<file path="src/rtl/core/stmt_pkg.sv">
`timescale 1ns / 1ps
// ----------------------------------------------------------------------------
// stmt_pkg
// Shared types and constants for the trace mute and taper block.
// ----------------------------------------------------------------------------
package stmt_pkg;

  localparam int SAMPLE_W   = 24;
  localparam int TIME_W     = 16;
  localparam int IDX_W      = 8;
  localparam int CFG_IDX_W  = 2;
  localparam int MID_DEPTH  = 4;
  localparam int OUT_DEPTH  = 4;
  localparam int DIV_STEPS  = 16;

  typedef enum logic [CFG_IDX_W-1:0] {
    CFG_ORIGIN_TIME       = 2'd0,
    CFG_SAMPLE_INTERVAL   = 2'd1,
    CFG_SAMPLES_PER_TRACE = 2'd2,
    CFG_ZERO_DEAD_TRACES  = 2'd3
  } cfg_reg_e;

  typedef enum logic [2:0] {
    F_RUN,
    F_MUL,
    F_CLAMP,
    F_DIV_TOP,
    F_DIV_BOT,
    F_EMIT
  } front_state_t;

  typedef struct packed {
    logic [TIME_W-1:0] origin;
    logic [TIME_W-1:0] interval;
    logic [TIME_W-1:0] count;
    logic              zero_dead;
  } cfg_t;

  typedef struct packed {
    logic signed [SAMPLE_W-1:0] value;
    logic                       zero;
    logic                       use_top;
    logic [IDX_W-1:0]           idx_top;
    logic                       use_bot;
    logic [IDX_W-1:0]           idx_bot;
    logic [TIME_W-1:0]          top_out;
    logic [TIME_W-1:0]          bot_out;
    logic                       last;
  } mid_item_t;

  typedef struct packed {
    logic signed [SAMPLE_W-1:0] value;
    logic [TIME_W-1:0]          top_out;
    logic [TIME_W-1:0]          bot_out;
    logic                       last;
  } out_item_t;

endpackage

</file>
<file path="src/rtl/core/seismic_trace_mute_taper_top.sv">
`timescale 1ns / 1ps
// Path: a sample inside a trace goes into the mid queue when accepted, then
//   through the back stages s0 and s1 into the result queue.
// Throughput: one sample per cycle within a trace while the mid queue has room.
//   The first sample of each trace holds the input while the shared divider
//   works out the top and then the bottom mute index.
// Reset: synchronous, active low; control registers return to their defaults.
// ----------------------------------------------------------------------------
// seismic_trace_mute_taper_top
// Top and bottom trace mute with sine-squared taper, queue interfaces on both
// sides and a configuration write port.
// ----------------------------------------------------------------------------
module seismic_trace_mute_taper_top
  import stmt_pkg::*;
#(
  parameter int TAPER_LEN = 16
) (
  input  logic                       clk,
  input  logic                       rst_n,
  input  logic                       in_push,
  output logic                       in_full,
  input  logic signed [SAMPLE_W-1:0] in_sample_value,
  input  logic                       in_first_of_trace,
  input  logic [TIME_W-1:0]          in_top_mute_time,
  input  logic [TIME_W-1:0]          in_bottom_mute_time,
  input  logic                       in_trace_live,
  output logic                       out_empty,
  input  logic                       out_pop,
  output logic signed [SAMPLE_W-1:0] out_muted_value,
  output logic [TIME_W-1:0]          out_top_mute_out,
  output logic [TIME_W-1:0]          out_bottom_mute_out,
  output logic                       out_last_of_trace,
  input  logic                       cfg_valid,
  output logic                       cfg_ready,
  input  logic [CFG_IDX_W-1:0]       cfg_index,
  input  logic [TIME_W-1:0]          cfg_data
);

  logic [TIME_W-1:0] origin_r;
  logic [TIME_W-1:0] interval_r;
  logic [TIME_W-1:0] count_r;
  logic              zero_dead_r;
  cfg_t              cfg;

  mid_item_t         mid_wr_item;
  mid_item_t         mid_rd_item;
  logic              mid_push;
  logic              mid_pop;
  logic              mid_full;
  logic              mid_empty;
  logic [$clog2(MID_DEPTH+1)-1:0] mid_count;
  out_item_t         out_item;

  assign cfg_ready = 1'b1;

  always_ff @(posedge clk) begin
    if (!rst_n) begin
      origin_r    <= 16'd0;
      interval_r  <= 16'd4;
      count_r     <= 16'd1000;
      zero_dead_r <= 1'b0;
    end else if (cfg_valid && cfg_ready) begin
      unique case (cfg_reg_e'(cfg_index))
        CFG_ORIGIN_TIME:       origin_r    <= cfg_data;
        CFG_SAMPLE_INTERVAL:   interval_r  <= cfg_data;
        CFG_SAMPLES_PER_TRACE: count_r     <= cfg_data;
        CFG_ZERO_DEAD_TRACES:  zero_dead_r <= cfg_data[0];
        default:               origin_r    <= origin_r;
      endcase
    end
  end

  // zero count or interval acts as one
  always_comb begin
    cfg.origin    = origin_r;
    cfg.interval  = (interval_r == '0) ? TIME_W'(1) : interval_r;
    cfg.count     = (count_r == '0) ? TIME_W'(1) : count_r;
    cfg.zero_dead = zero_dead_r;
  end

  stmt_front #(
    .TAPER_LEN (TAPER_LEN)
  ) u_front (
    .clk                 (clk),
    .rst_n               (rst_n),
    .cfg                 (cfg),
    .in_push             (in_push),
    .in_full             (in_full),
    .in_sample_value     (in_sample_value),
    .in_first_of_trace   (in_first_of_trace),
    .in_top_mute_time    (in_top_mute_time),
    .in_bottom_mute_time (in_bottom_mute_time),
    .in_trace_live       (in_trace_live),
    .mid_full            (mid_full),
    .mid_push            (mid_push),
    .mid_item            (mid_wr_item)
  );

  stmt_fifo #(
    .WIDTH ($bits(mid_item_t)),
    .DEPTH (MID_DEPTH)
  ) u_mid_fifo (
    .clk     (clk),
    .rst_n   (rst_n),
    .wr_en   (mid_push),
    .wr_data (mid_wr_item),
    .rd_en   (mid_pop),
    .rd_data (mid_rd_item),
    .full    (mid_full),
    .empty   (mid_empty),
    .count   (mid_count)
  );

  stmt_back #(
    .TAPER_LEN (TAPER_LEN)
  ) u_back (
    .clk       (clk),
    .rst_n     (rst_n),
    .mid_empty (mid_empty),
    .mid_item  (mid_rd_item),
    .mid_pop   (mid_pop),
    .out_pop   (out_pop),
    .out_empty (out_empty),
    .out_item  (out_item)
  );

  assign out_muted_value     = out_item.value;
  assign out_top_mute_out    = out_item.top_out;
  assign out_bottom_mute_out = out_item.bot_out;
  assign out_last_of_trace   = out_item.last;

  a_mid_count_bound: assert property (@(posedge clk) disable iff (!rst_n)
    (mid_full == (mid_count == MID_DEPTH)) && (mid_empty == (mid_count == 0)))
    else $error("mid queue flags disagree with its count");

endmodule

</file>
<file path="src/rtl/core/stmt_div.sv">
`timescale 1ns / 1ps
// ----------------------------------------------------------------------------
// stmt_div
// Restoring divider, one quotient bit per cycle. The quotient must fit in
// 16 bits, so the upper dividend half is below the divisor.
// ----------------------------------------------------------------------------
module stmt_div
  import stmt_pkg::*;
(
  input  logic                  clk,
  input  logic                  rst_n,
  input  logic                  start,
  input  logic [2*TIME_W-1:0]   dividend,
  input  logic [TIME_W-1:0]     divisor,
  output logic                  done,
  output logic [TIME_W-1:0]     quotient
);

  localparam int CNT_W = $clog2(DIV_STEPS);

  logic                busy_r;
  logic                done_r;
  logic [CNT_W-1:0]    cnt_r;
  logic [TIME_W-1:0]   rem_r;
  logic [TIME_W-1:0]   low_r;
  logic [TIME_W-1:0]   q_r;
  logic [TIME_W:0]     shifted;
  logic                fits;

  assign shifted = {rem_r, low_r[TIME_W-1]};
  assign fits    = shifted >= {1'b0, divisor};

  always_ff @(posedge clk) begin
    if (!rst_n) begin
      busy_r <= 1'b0;
      done_r <= 1'b0;
      cnt_r  <= '0;
    end else begin
      done_r <= 1'b0;
      if (start) begin
        busy_r <= 1'b1;
        cnt_r  <= '0;
      end else if (busy_r) begin
        cnt_r <= cnt_r + 1'b1;
        if (cnt_r == CNT_W'(DIV_STEPS - 1)) begin
          busy_r <= 1'b0;
          done_r <= 1'b1;
        end
      end
    end
  end

  always_ff @(posedge clk) begin
    if (start) begin
      rem_r <= dividend[2*TIME_W-1:TIME_W];
      low_r <= dividend[TIME_W-1:0];
      q_r   <= '0;
    end else if (busy_r) begin
      rem_r <= fits ? TIME_W'(shifted - {1'b0, divisor}) : shifted[TIME_W-1:0];
      low_r <= {low_r[TIME_W-2:0], 1'b0};
      q_r   <= {q_r[TIME_W-2:0], fits};
    end
  end

  assign done     = done_r;
  assign quotient = q_r;

endmodule

</file>
<file path="src/rtl/core/stmt_fifo.sv">
`timescale 1ns / 1ps
// ----------------------------------------------------------------------------
// stmt_fifo
// Small first-word-fall-through queue with an occupancy count.
// ----------------------------------------------------------------------------
module stmt_fifo
  import stmt_pkg::*;
#(
  parameter int WIDTH = 8,
  parameter int DEPTH = 4
) (
  input  logic                         clk,
  input  logic                         rst_n,
  input  logic                         wr_en,
  input  logic [WIDTH-1:0]             wr_data,
  input  logic                         rd_en,
  output logic [WIDTH-1:0]             rd_data,
  output logic                         full,
  output logic                         empty,
  output logic [$clog2(DEPTH+1)-1:0]   count
);

  localparam int AW = (DEPTH > 1) ? $clog2(DEPTH) : 1;
  localparam int CW = $clog2(DEPTH + 1);

  logic [WIDTH-1:0] mem_r [DEPTH];
  logic [AW-1:0]    wr_ptr_r;
  logic [AW-1:0]    rd_ptr_r;
  logic [CW-1:0]    count_r;
  logic             do_wr;
  logic             do_rd;

  assign full  = count_r == CW'(DEPTH);
  assign empty = count_r == '0;
  assign do_wr = wr_en && !full;
  assign do_rd = rd_en && !empty;

  always_ff @(posedge clk) begin
    if (!rst_n) begin
      wr_ptr_r <= '0;
      rd_ptr_r <= '0;
      count_r  <= '0;
    end else begin
      if (do_wr) begin
        wr_ptr_r <= (wr_ptr_r == AW'(DEPTH - 1)) ? '0 : wr_ptr_r + 1'b1;
      end
      if (do_rd) begin
        rd_ptr_r <= (rd_ptr_r == AW'(DEPTH - 1)) ? '0 : rd_ptr_r + 1'b1;
      end
      case ({do_wr, do_rd})
        2'b10:   count_r <= count_r + 1'b1;
        2'b01:   count_r <= count_r - 1'b1;
        default: count_r <= count_r;
      endcase
    end
  end

  always_ff @(posedge clk) begin
    if (do_wr) begin
      mem_r[wr_ptr_r] <= wr_data;
    end
  end

  assign rd_data = mem_r[rd_ptr_r];
  assign count   = count_r;

endmodule

</file>
<file path="src/rtl/core/stmt_front.sv">
`timescale 1ns / 1ps
// ----------------------------------------------------------------------------
// stmt_front
// Accepts samples, resolves the mute window of each trace and classifies
// every sample against it before handing it to the mid queue.
// ----------------------------------------------------------------------------
module stmt_front
  import stmt_pkg::*;
#(
  parameter int TAPER_LEN = 16
) (
  input  logic                       clk,
  input  logic                       rst_n,
  input  cfg_t                       cfg,
  input  logic                       in_push,
  output logic                       in_full,
  input  logic signed [SAMPLE_W-1:0] in_sample_value,
  input  logic                       in_first_of_trace,
  input  logic [TIME_W-1:0]          in_top_mute_time,
  input  logic [TIME_W-1:0]          in_bottom_mute_time,
  input  logic                       in_trace_live,
  input  logic                       mid_full,
  output logic                       mid_push,
  output mid_item_t                  mid_item
);

  localparam int        TW   = 2 * TIME_W;
  localparam logic [16:0] TL17 = 17'(TAPER_LEN);

  front_state_t               state_r, state_nxt;

  logic signed [SAMPLE_W-1:0] val_r;
  logic [TIME_W-1:0]          top_in_r;
  logic [TIME_W-1:0]          bot_in_r;
  logic                       live_in_r;
  logic [TW-1:0]              tmax_r;
  logic [TIME_W-1:0]          top_out_r;
  logic [TIME_W-1:0]          bot_out_r;
  logic [TW-1:0]              bot_dvd_r;

  logic [TIME_W-1:0]          top_idx_r;
  logic [TIME_W-1:0]          bot_idx_r;
  logic                       live_r;
  logic [TIME_W-1:0]          j_r;

  logic                       accept;
  logic                       div_start;
  logic [TW-1:0]              div_dividend;
  logic                       div_done;
  logic [TIME_W-1:0]          div_q;

  logic [TW-1:0]              ot32;
  logic [TW-1:0]              top_lo, top_c;
  logic [TW-1:0]              bot_raw, bot_lo, bot_c;

  logic [TIME_W-1:0]          d_top;
  logic [TIME_W-1:0]          d_bot;
  logic                       zero;

  assign accept = in_push && !in_full;

  // clamp of the mute times to the trace span
  assign ot32    = TW'(cfg.origin);
  assign top_lo  = (TW'(top_in_r) < ot32) ? ot32 : TW'(top_in_r);
  assign top_c   = (top_lo > tmax_r) ? tmax_r : top_lo;
  assign bot_raw = (bot_in_r == '0) ? tmax_r : TW'(bot_in_r);
  assign bot_lo  = (bot_raw < ot32) ? ot32 : bot_raw;
  assign bot_c   = (bot_lo > tmax_r) ? tmax_r : bot_lo;

  always_comb begin
    state_nxt = state_r;
    unique case (state_r)
      F_RUN:     if (accept && in_first_of_trace) state_nxt = F_MUL;
      F_MUL:     state_nxt = F_CLAMP;
      F_CLAMP:   state_nxt = F_DIV_TOP;
      F_DIV_TOP: if (div_done) state_nxt = F_DIV_BOT;
      F_DIV_BOT: if (div_done) state_nxt = F_EMIT;
      F_EMIT:    if (!mid_full) state_nxt = F_RUN;
      default:   state_nxt = F_RUN;
    endcase
  end

  always_comb begin
    in_full      = 1'b1;
    mid_push     = 1'b0;
    div_start    = 1'b0;
    div_dividend = bot_dvd_r;
    unique case (state_r)
      F_RUN: begin
        in_full  = mid_full;
        mid_push = accept && !in_first_of_trace;
      end
      F_CLAMP: begin
        div_start    = 1'b1;
        div_dividend = top_c - ot32;
      end
      F_DIV_TOP: div_start = div_done;
      F_EMIT:    mid_push  = !mid_full;
      default: begin
        in_full = 1'b1;
      end
    endcase
  end

  // classify the sample against the current trace window
  assign zero  = (!live_r && cfg.zero_dead) || (j_r < top_idx_r) || (j_r >= bot_idx_r);
  assign d_top = j_r - top_idx_r;
  assign d_bot = bot_idx_r - 1'b1 - j_r;

  always_comb begin
    mid_item.value   = (state_r == F_EMIT) ? val_r : in_sample_value;
    mid_item.zero    = zero;
    mid_item.use_top = !zero && ({1'b0, d_top} < TL17);
    mid_item.idx_top = d_top[IDX_W-1:0];
    mid_item.use_bot = !zero && ({1'b0, d_bot} < TL17);
    mid_item.idx_bot = d_bot[IDX_W-1:0];
    mid_item.top_out = (state_r == F_EMIT) ? top_out_r : '0;
    mid_item.bot_out = (state_r == F_EMIT) ? bot_out_r : '0;
    mid_item.last    = j_r == (cfg.count - 1'b1);
  end

  always_ff @(posedge clk) begin
    if (!rst_n) begin
      state_r   <= F_RUN;
      top_idx_r <= '0;
      bot_idx_r <= '0;
      live_r    <= 1'b1;
      j_r       <= '0;
    end else begin
      state_r <= state_nxt;
      if (state_r == F_DIV_TOP && div_done) begin
        top_idx_r <= div_q;
      end
      if (state_r == F_DIV_BOT && div_done) begin
        bot_idx_r <= div_q;
        live_r    <= live_in_r;
        j_r       <= '0;
      end else if (mid_push && j_r != '1) begin
        j_r <= j_r + 1'b1;
      end
    end
  end

  always_ff @(posedge clk) begin
    if (state_r == F_RUN && accept) begin
      val_r     <= in_sample_value;
      top_in_r  <= in_top_mute_time;
      bot_in_r  <= in_bottom_mute_time;
      live_in_r <= in_trace_live;
    end
    if (state_r == F_MUL) begin
      tmax_r <= ot32 + TW'(cfg.count - 1'b1) * TW'(cfg.interval);
    end
    if (state_r == F_CLAMP) begin
      top_out_r <= top_c[TIME_W-1:0];
      bot_out_r <= (bot_c[TW-1:TIME_W] != '0) ? '1 : bot_c[TIME_W-1:0];
      bot_dvd_r <= bot_c - ot32;
    end
  end

  stmt_div u_div (
    .clk      (clk),
    .rst_n    (rst_n),
    .start    (div_start),
    .dividend (div_dividend),
    .divisor  (cfg.interval),
    .done     (div_done),
    .quotient (div_q)
  );

  a_mid_no_overflow: assert property (@(posedge clk) disable iff (!rst_n)
    mid_push |-> !mid_full)
    else $error("mid queue written while full");

  a_div_done_in_div: assert property (@(posedge clk) disable iff (!rst_n)
    div_done |-> (state_r == F_DIV_TOP || state_r == F_DIV_BOT))
    else $error("divider finished outside a divide state");

  a_window_then_emit: assert property (@(posedge clk) disable iff (!rst_n)
    (state_r == F_DIV_BOT && div_done) |=> (state_r == F_EMIT && j_r == '0))
    else $error("trace window not armed before first sample");

endmodule

</file>
<file path="src/rtl/core/stmt_back.sv">
`timescale 1ns / 1ps
// ----------------------------------------------------------------------------
// stmt_back
// Applies the two sine-squared taper scalings with round half away from
// zero and queues the finished items.
// ----------------------------------------------------------------------------
module stmt_back
  import stmt_pkg::*;
#(
  parameter int TAPER_LEN = 16
) (
  input  logic      clk,
  input  logic      rst_n,
  input  logic      mid_empty,
  input  mid_item_t mid_item,
  output logic      mid_pop,
  input  logic      out_pop,
  output logic      out_empty,
  output out_item_t out_item
);

  localparam int TL_SZ = (TAPER_LEN > 0) ? TAPER_LEN : 1;
  localparam int TW    = (TL_SZ > 1) ? $clog2(TL_SZ) : 1;
  localparam int OCW   = $clog2(OUT_DEPTH + 1);
  localparam int SW    = OCW + 2;
  localparam int PW    = SAMPLE_W + 17;
  localparam logic [16:0] W_ONE = 17'h10000;

  function automatic logic [16:0] taper_weight(input logic [63:0] x);
    logic [63:0]        x2;
    logic [63:0]        t;
    logic signed [65:0] s;
    logic [63:0]        sq;
    logic [63:0]        w;
    x2 = (x * x) >> 30;
    t  = x;
    s  = $signed({2'b00, x});
    t  = ((t * x2) >> 30) / 64'd6;
    s  = s - $signed({2'b00, t});
    t  = ((t * x2) >> 30) / 64'd20;
    s  = s + $signed({2'b00, t});
    t  = ((t * x2) >> 30) / 64'd42;
    s  = s - $signed({2'b00, t});
    t  = ((t * x2) >> 30) / 64'd72;
    s  = s + $signed({2'b00, t});
    t  = ((t * x2) >> 30) / 64'd110;
    s  = s - $signed({2'b00, t});
    t  = ((t * x2) >> 30) / 64'd156;
    s  = s + $signed({2'b00, t});
    t  = ((t * x2) >> 30) / 64'd210;
    s  = s - $signed({2'b00, t});
    if (s[65]) begin
      s = '0;
    end
    sq = s[63:0] * s[63:0];
    w  = (sq + (64'd1 << 43)) >> 44;
    if (w > 64'd65536) begin
      w = 64'd65536;
    end
    return w[16:0];
  endfunction

  logic [16:0] weight_tbl [TL_SZ];

  for (genvar k = 0; k < TL_SZ; k++) begin : g_weight
    localparam logic [63:0] ANG = (64'd3373259427 * (k + 1)) / (2 * TL_SZ);
    assign weight_tbl[k] = taper_weight(ANG);
  end

  mid_item_t             s0_r;
  logic                  s0_v_r;

  logic                  s1_v_r;
  logic [SAMPLE_W-1:0]   s1_mag_r;
  logic                  s1_neg_r;
  logic                  s1_zero_r;
  logic                  s1_use_bot_r;
  logic [IDX_W-1:0]      s1_idx_bot_r;
  logic [TIME_W-1:0]     s1_top_r;
  logic [TIME_W-1:0]     s1_bot_r;
  logic                  s1_last_r;

  logic [SAMPLE_W-1:0]   mag0;
  logic [16:0]           w_top;
  logic [PW-1:0]         p_top;
  logic [16:0]           w_bot;
  logic [PW-1:0]         p_bot;
  logic [SAMPLE_W-1:0]   r_bot;

  out_item_t             wr_item;
  logic                  out_full;
  logic [OCW-1:0]        out_count;
  logic [SW-1:0]         pending;

  assign pending = SW'(out_count) + SW'(s0_v_r) + SW'(s1_v_r);
  assign mid_pop = !mid_empty && (pending < SW'(OUT_DEPTH));

  assign mag0  = s0_r.value[SAMPLE_W-1] ? SAMPLE_W'(-s0_r.value) : SAMPLE_W'(s0_r.value);
  assign w_top = s0_r.use_top ? weight_tbl[s0_r.idx_top[TW-1:0]] : W_ONE;
  assign p_top = PW'(mag0) * PW'(w_top) + PW'(32768);

  always_ff @(posedge clk) begin
    if (!rst_n) begin
      s0_v_r <= 1'b0;
      s1_v_r <= 1'b0;
    end else begin
      s0_v_r <= mid_pop;
      s1_v_r <= s0_v_r;
    end
  end

  always_ff @(posedge clk) begin
    if (mid_pop) begin
      s0_r <= mid_item;
    end
    s1_mag_r     <= p_top[SAMPLE_W+15:16];
    s1_neg_r     <= s0_r.value[SAMPLE_W-1];
    s1_zero_r    <= s0_r.zero;
    s1_use_bot_r <= s0_r.use_bot;
    s1_idx_bot_r <= s0_r.idx_bot;
    s1_top_r     <= s0_r.top_out;
    s1_bot_r     <= s0_r.bot_out;
    s1_last_r    <= s0_r.last;
  end

  assign w_bot = s1_use_bot_r ? weight_tbl[s1_idx_bot_r[TW-1:0]] : W_ONE;
  assign p_bot = PW'(s1_mag_r) * PW'(w_bot) + PW'(32768);
  assign r_bot = p_bot[SAMPLE_W+15:16];

  always_comb begin
    if (s1_zero_r) begin
      wr_item.value = '0;
    end else if (s1_neg_r) begin
      wr_item.value = $signed(-r_bot);
    end else begin
      wr_item.value = $signed(r_bot);
    end
    wr_item.top_out = s1_top_r;
    wr_item.bot_out = s1_bot_r;
    wr_item.last    = s1_last_r;
  end

  stmt_fifo #(
    .WIDTH ($bits(out_item_t)),
    .DEPTH (OUT_DEPTH)
  ) u_out_fifo (
    .clk     (clk),
    .rst_n   (rst_n),
    .wr_en   (s1_v_r),
    .wr_data (wr_item),
    .rd_en   (out_pop),
    .rd_data (out_item),
    .full    (out_full),
    .empty   (out_empty),
    .count   (out_count)
  );

  a_out_no_overflow: assert property (@(posedge clk) disable iff (!rst_n)
    s1_v_r |-> !out_full)
    else $error("result queue written while full");

  a_credit_bound: assert property (@(posedge clk) disable iff (!rst_n)
    pending <= SW'(OUT_DEPTH))
    else $error("more items in flight than result queue slots");

endmodule

</file>
<file path="config.mk">
export PLATFORM = sky130hd
export DESIGN_NAME = seismic_trace_mute_taper_top
export DESIGN_NICKNAME = d
export VERILOG_FILES = /design/src/rtl/core/stmt_pkg.sv /design/src/rtl/core/seismic_trace_mute_taper_top.sv /design/src/rtl/core/stmt_div.sv /design/src/rtl/core/stmt_fifo.sv /design/src/rtl/core/stmt_front.sv /design/src/rtl/core/stmt_back.sv
export SDC_FILE = /design/constraint.sdc
export NUM_CORES = 2
export LEC_CHECK = 0
export BUFFER_PORTS_ARGS = -buffer_cell sky130_fd_sc_hd__buf_2
export CORE_MARGIN = 2
export CORE_UTILIZATION = 60
export DETAILED_ROUTE_END_ITERATION = 7
export GPL_TIMING_DRIVEN = 0
export PLACE_DENSITY_LB_ADDON = 0.25
export SLEW_MARGIN = 20
export SYNTH_ARGS = -nofsm -noshare
export SYNTH_HDL_FRONTEND = slang
export SYNTH_SLANG_ARGS = --single-unit
</file>
<file path="constraint.sdc">
create_clock -name clk -period 27.9 [get_ports clk]
set_input_delay 5.58 -clock clk [delete_from_list [all_inputs] [get_ports clk]]
set_output_delay 5.58 -clock clk [all_outputs]
set_load 0.02 [all_outputs]
</file>
==> flow_summary.toml <==
[floorplan]
coreArea_um2 = 132000
die_h_um = 369
row_count = 133
die_area_um2 = 136000
die_x_um = 369
start_util_pct = 60.6
io_pins = 141

[layout]
synthToLayoutAreaGrowth_pct = 7.99
nFillCells = 10100
seqCellArea_um2 = 26700
nets = 9219
drive_gt1_share_pct = 7.42
multi_input_area_um2 = 47600

[worst_setup_path]
crit_path_start_kind = "register"
path_class = "reg -> reg"
endpoint = "u_front.bot_dvd_r[22]"
max_stage_delay_ns = 0.62
crit_path_end_kind = "register"
critPathSlowestCell = "clkbuf_1"
ff2ff_path_depth = 39
startpoint = "u_front.bot_in_r[2]"
cp.arrival_ns = 13.24
r2r_start = "u_front.bot_in_r[2]"
required_ns = 28.28
r2r_slack_ns = 15.04
critPathMostFrequentCell = "clkbuf_1"
crit_fanout = 10
r2r_end = "u_front.bot_dvd_r[22]"

[global_route]
antenna_found_initial = 18
grt_pass1_vias = 57100
overflow = 0
grt_pass1_wl_um = 337000
grt_usage_pct = 32.6
grt_max_degree = 54

[logic_synthesis]
synth_top_family_by_area = "adder cells"
ys_seq_elements = 958
synth_compound_gate_area_share_pct = 6.71
syn_nets = 8973
seq_area_frac_synth_pct = 33.4
yosys.area_share.adder_pct = 32.1
synth-edff-count = 753
syn_avg_cell_area_um2 = 10.8
synthesis.area_um2 = 79900
yosysWarnings = 0
synth-xor-area-share_pct = 2.60
yosysUniqueCellTypes = 96
synthCells = 7409
async_flop_share_pct = 0
synthSimpleGateAreaFrac_pct = 12.7
muxShareOfSynthArea_pct = 5.38
synth_ff_type = "edfxtp_1"

[timing]
setup_viol = 0
slew-limit-headroom_pct = 17.2
post-route-period-util_pct = 46.1
final-hold-violation-count = 0
max_freq_mhz = 77.8
worst_pin_slew_ns = 1.23
final.setup.tns_ns = 0
min_period_ns = 12.86
rsz0062_at_grt = "false"
skew_ns = 0.0398
finalMaxSlewViolations = 0
timing.final.ws_setup_ns = 15.04

[clock_network]
cts-buffers-inserted = 91
clk_path_buf_depth = 3
cts_hold_buf = 0
cts_sinks = 958
worst_skew_pair.late_latency_ns = 0.70
clk_pin_slew_ns = 0.07
htreeDepth = 3
cts-resized-gates = 0
post-cts-setup-buffers = 0
cts_root_buffer = "clkbuf_16"
cts_tree = "yes"

[route]
wl_um = 218000
first_pass_iters = 8
drtIter0Drc = 5212
drc = 0
vias = 55700
vias_per_cell = 5.86
drtAntennaViolNets = 0
wl_per_cell_um = 23.0

[flow_run]
cap_violations = 0

[min_path]
min_path_type = "reg -> reg"
hold_path.startpoint = "u_back.s0_r[10]"

[place]
gp_congestion = 0.999
hpwl_um = 171000
post-place-ws_ns = 15.36
io_buffer_count = 139

[status]
outcome = "completed"
-- through the flow --
step           instance area (um2)  utilization (%)  cells  hold WS [ns]
2_1_floorplan                79900                -   7409         0.323
3_3_place_gp                 82800             62.8   9303         0.326
3_5_place_dp                 83200             63.1   9317         0.327
4_1_cts                      86300             65.5   9487         0.342
5_1_grt                      86300             65.5   9490         0.345
6_report                     86300             65.5   9493         0.340
-- worst min-delay path by stage --
stage,to,slack [ns],depth (start not counted)
4_1_cts,u_back.s1_bot_r[9],0.34,0
3_5_place_dp,u_back.s1_use_bot_r,0.33,0
5_1_grt,u_back.s1_bot_r[9],0.35,0
2_1_floorplan,u_back.s1_bot_r[0],0.32,0
3_3_place_gp,u_back.s1_idx_bot_r[1],0.33,0
6_report,u_back.s1_bot_r[9],0.34,0
-- routing by layer --
metal  share of wire (%)  GRT usage, %  vias to the layer above  routed length, um
met3                 8.0          5.52                      539              17600
li1                    -             -                    24800                  -
met4                 5.2          14.2                       16              11300
met1                  39          43.4                    27800              85400
met2                  48          53.1                     2493             104000
met5               0.049             0                        -                107
-- kinds of logic after synthesis --
kind of cell | Yosys count
xor+xnor | 237
fa+ha+maj | 1483
simple gates | 2185
other cells | 1
buf+inv | 1505
flops | 958
mux | 263
compound gates | 777
-- cell usage in the layout (no fill, tap or decap), types with 169 or more instances in the layout --
master    netlist  layout
inv_1        1197    1197
nand2_1       970     969
fa_1          948     948
edfxtp_1      753     753
ha_1          535     535
nor2_1        417     416
and2_1        309     305
clkbuf_1      275     289
dfxtp_1       205     205
a21oi_1       169     169
-- layout make-up --
class	instances	area share, %
antenna	6	0.0174
buffer	305	1.36
clock buffer	114	2.83
clock inverter	56	0.742
inverter	1200	5.22
multi-input combinational	4946	55.2
sequential	958	31.0
tap	1755	2.54
timing repair buffer	153	1.14
-- state kept, by name, indices dropped and copies added (netlist names), 24 cells and up, named ones only --
name / cells
u_front.tmax_r: 32
u_back.s0_r: 68
u_mid_fifo.mem_r: 272
u_back.s1_mag_r: 24
u_front.val_r: 24
u_front.bot_dvd_r: 32
u_back.u_out_fifo.mem_r: 228
-- critical path, delay by kind of cell (launching register included) --
kind	cells	cell delay [ns]
compound gates	16	4.68
simple gates	12	3.28
buf+inv	6	2.55
fa+ha+maj	4	1.14
flops	1	0.46
mux	1	0.42
-- Yosys cell counts (43+ instances only) --
master | number | area share (%)
a21boi_0 | 89 | 0.84
a21o_1 | 86 | 0.81
a21oi_1 | 169 | 1.1
and2_1 | 309 | 2.4
and3_1 | 73 | 0.57
clkbuf_1 | 275 | 1.3
dfxtp_1 | 205 | 5.1
edfxtp_1 | 753 | 28
fa_1 | 948 | 24
ha_1 | 535 | 8.4
inv_1 | 1197 | 5.6
mux2_2 | 70 | 0.99
mux2i_1 | 64 | 0.80
mux4_2 | 126 | 3.6
nand2_1 | 970 | 4.6
nand2b_1 | 70 | 0.55
nand3_1 | 64 | 0.40
nor2_1 | 417 | 2.0
nor2b_1 | 43 | 0.34
nor3_1 | 93 | 0.58
o21ai_0 | 126 | 0.79
xnor2_1 | 149 | 1.6
xor2_1 | 88 | 0.96
Power is left out: the tool's default activity adds up to more than one toggle a clock period on the data nets, which glitch-free logic cannot reach.
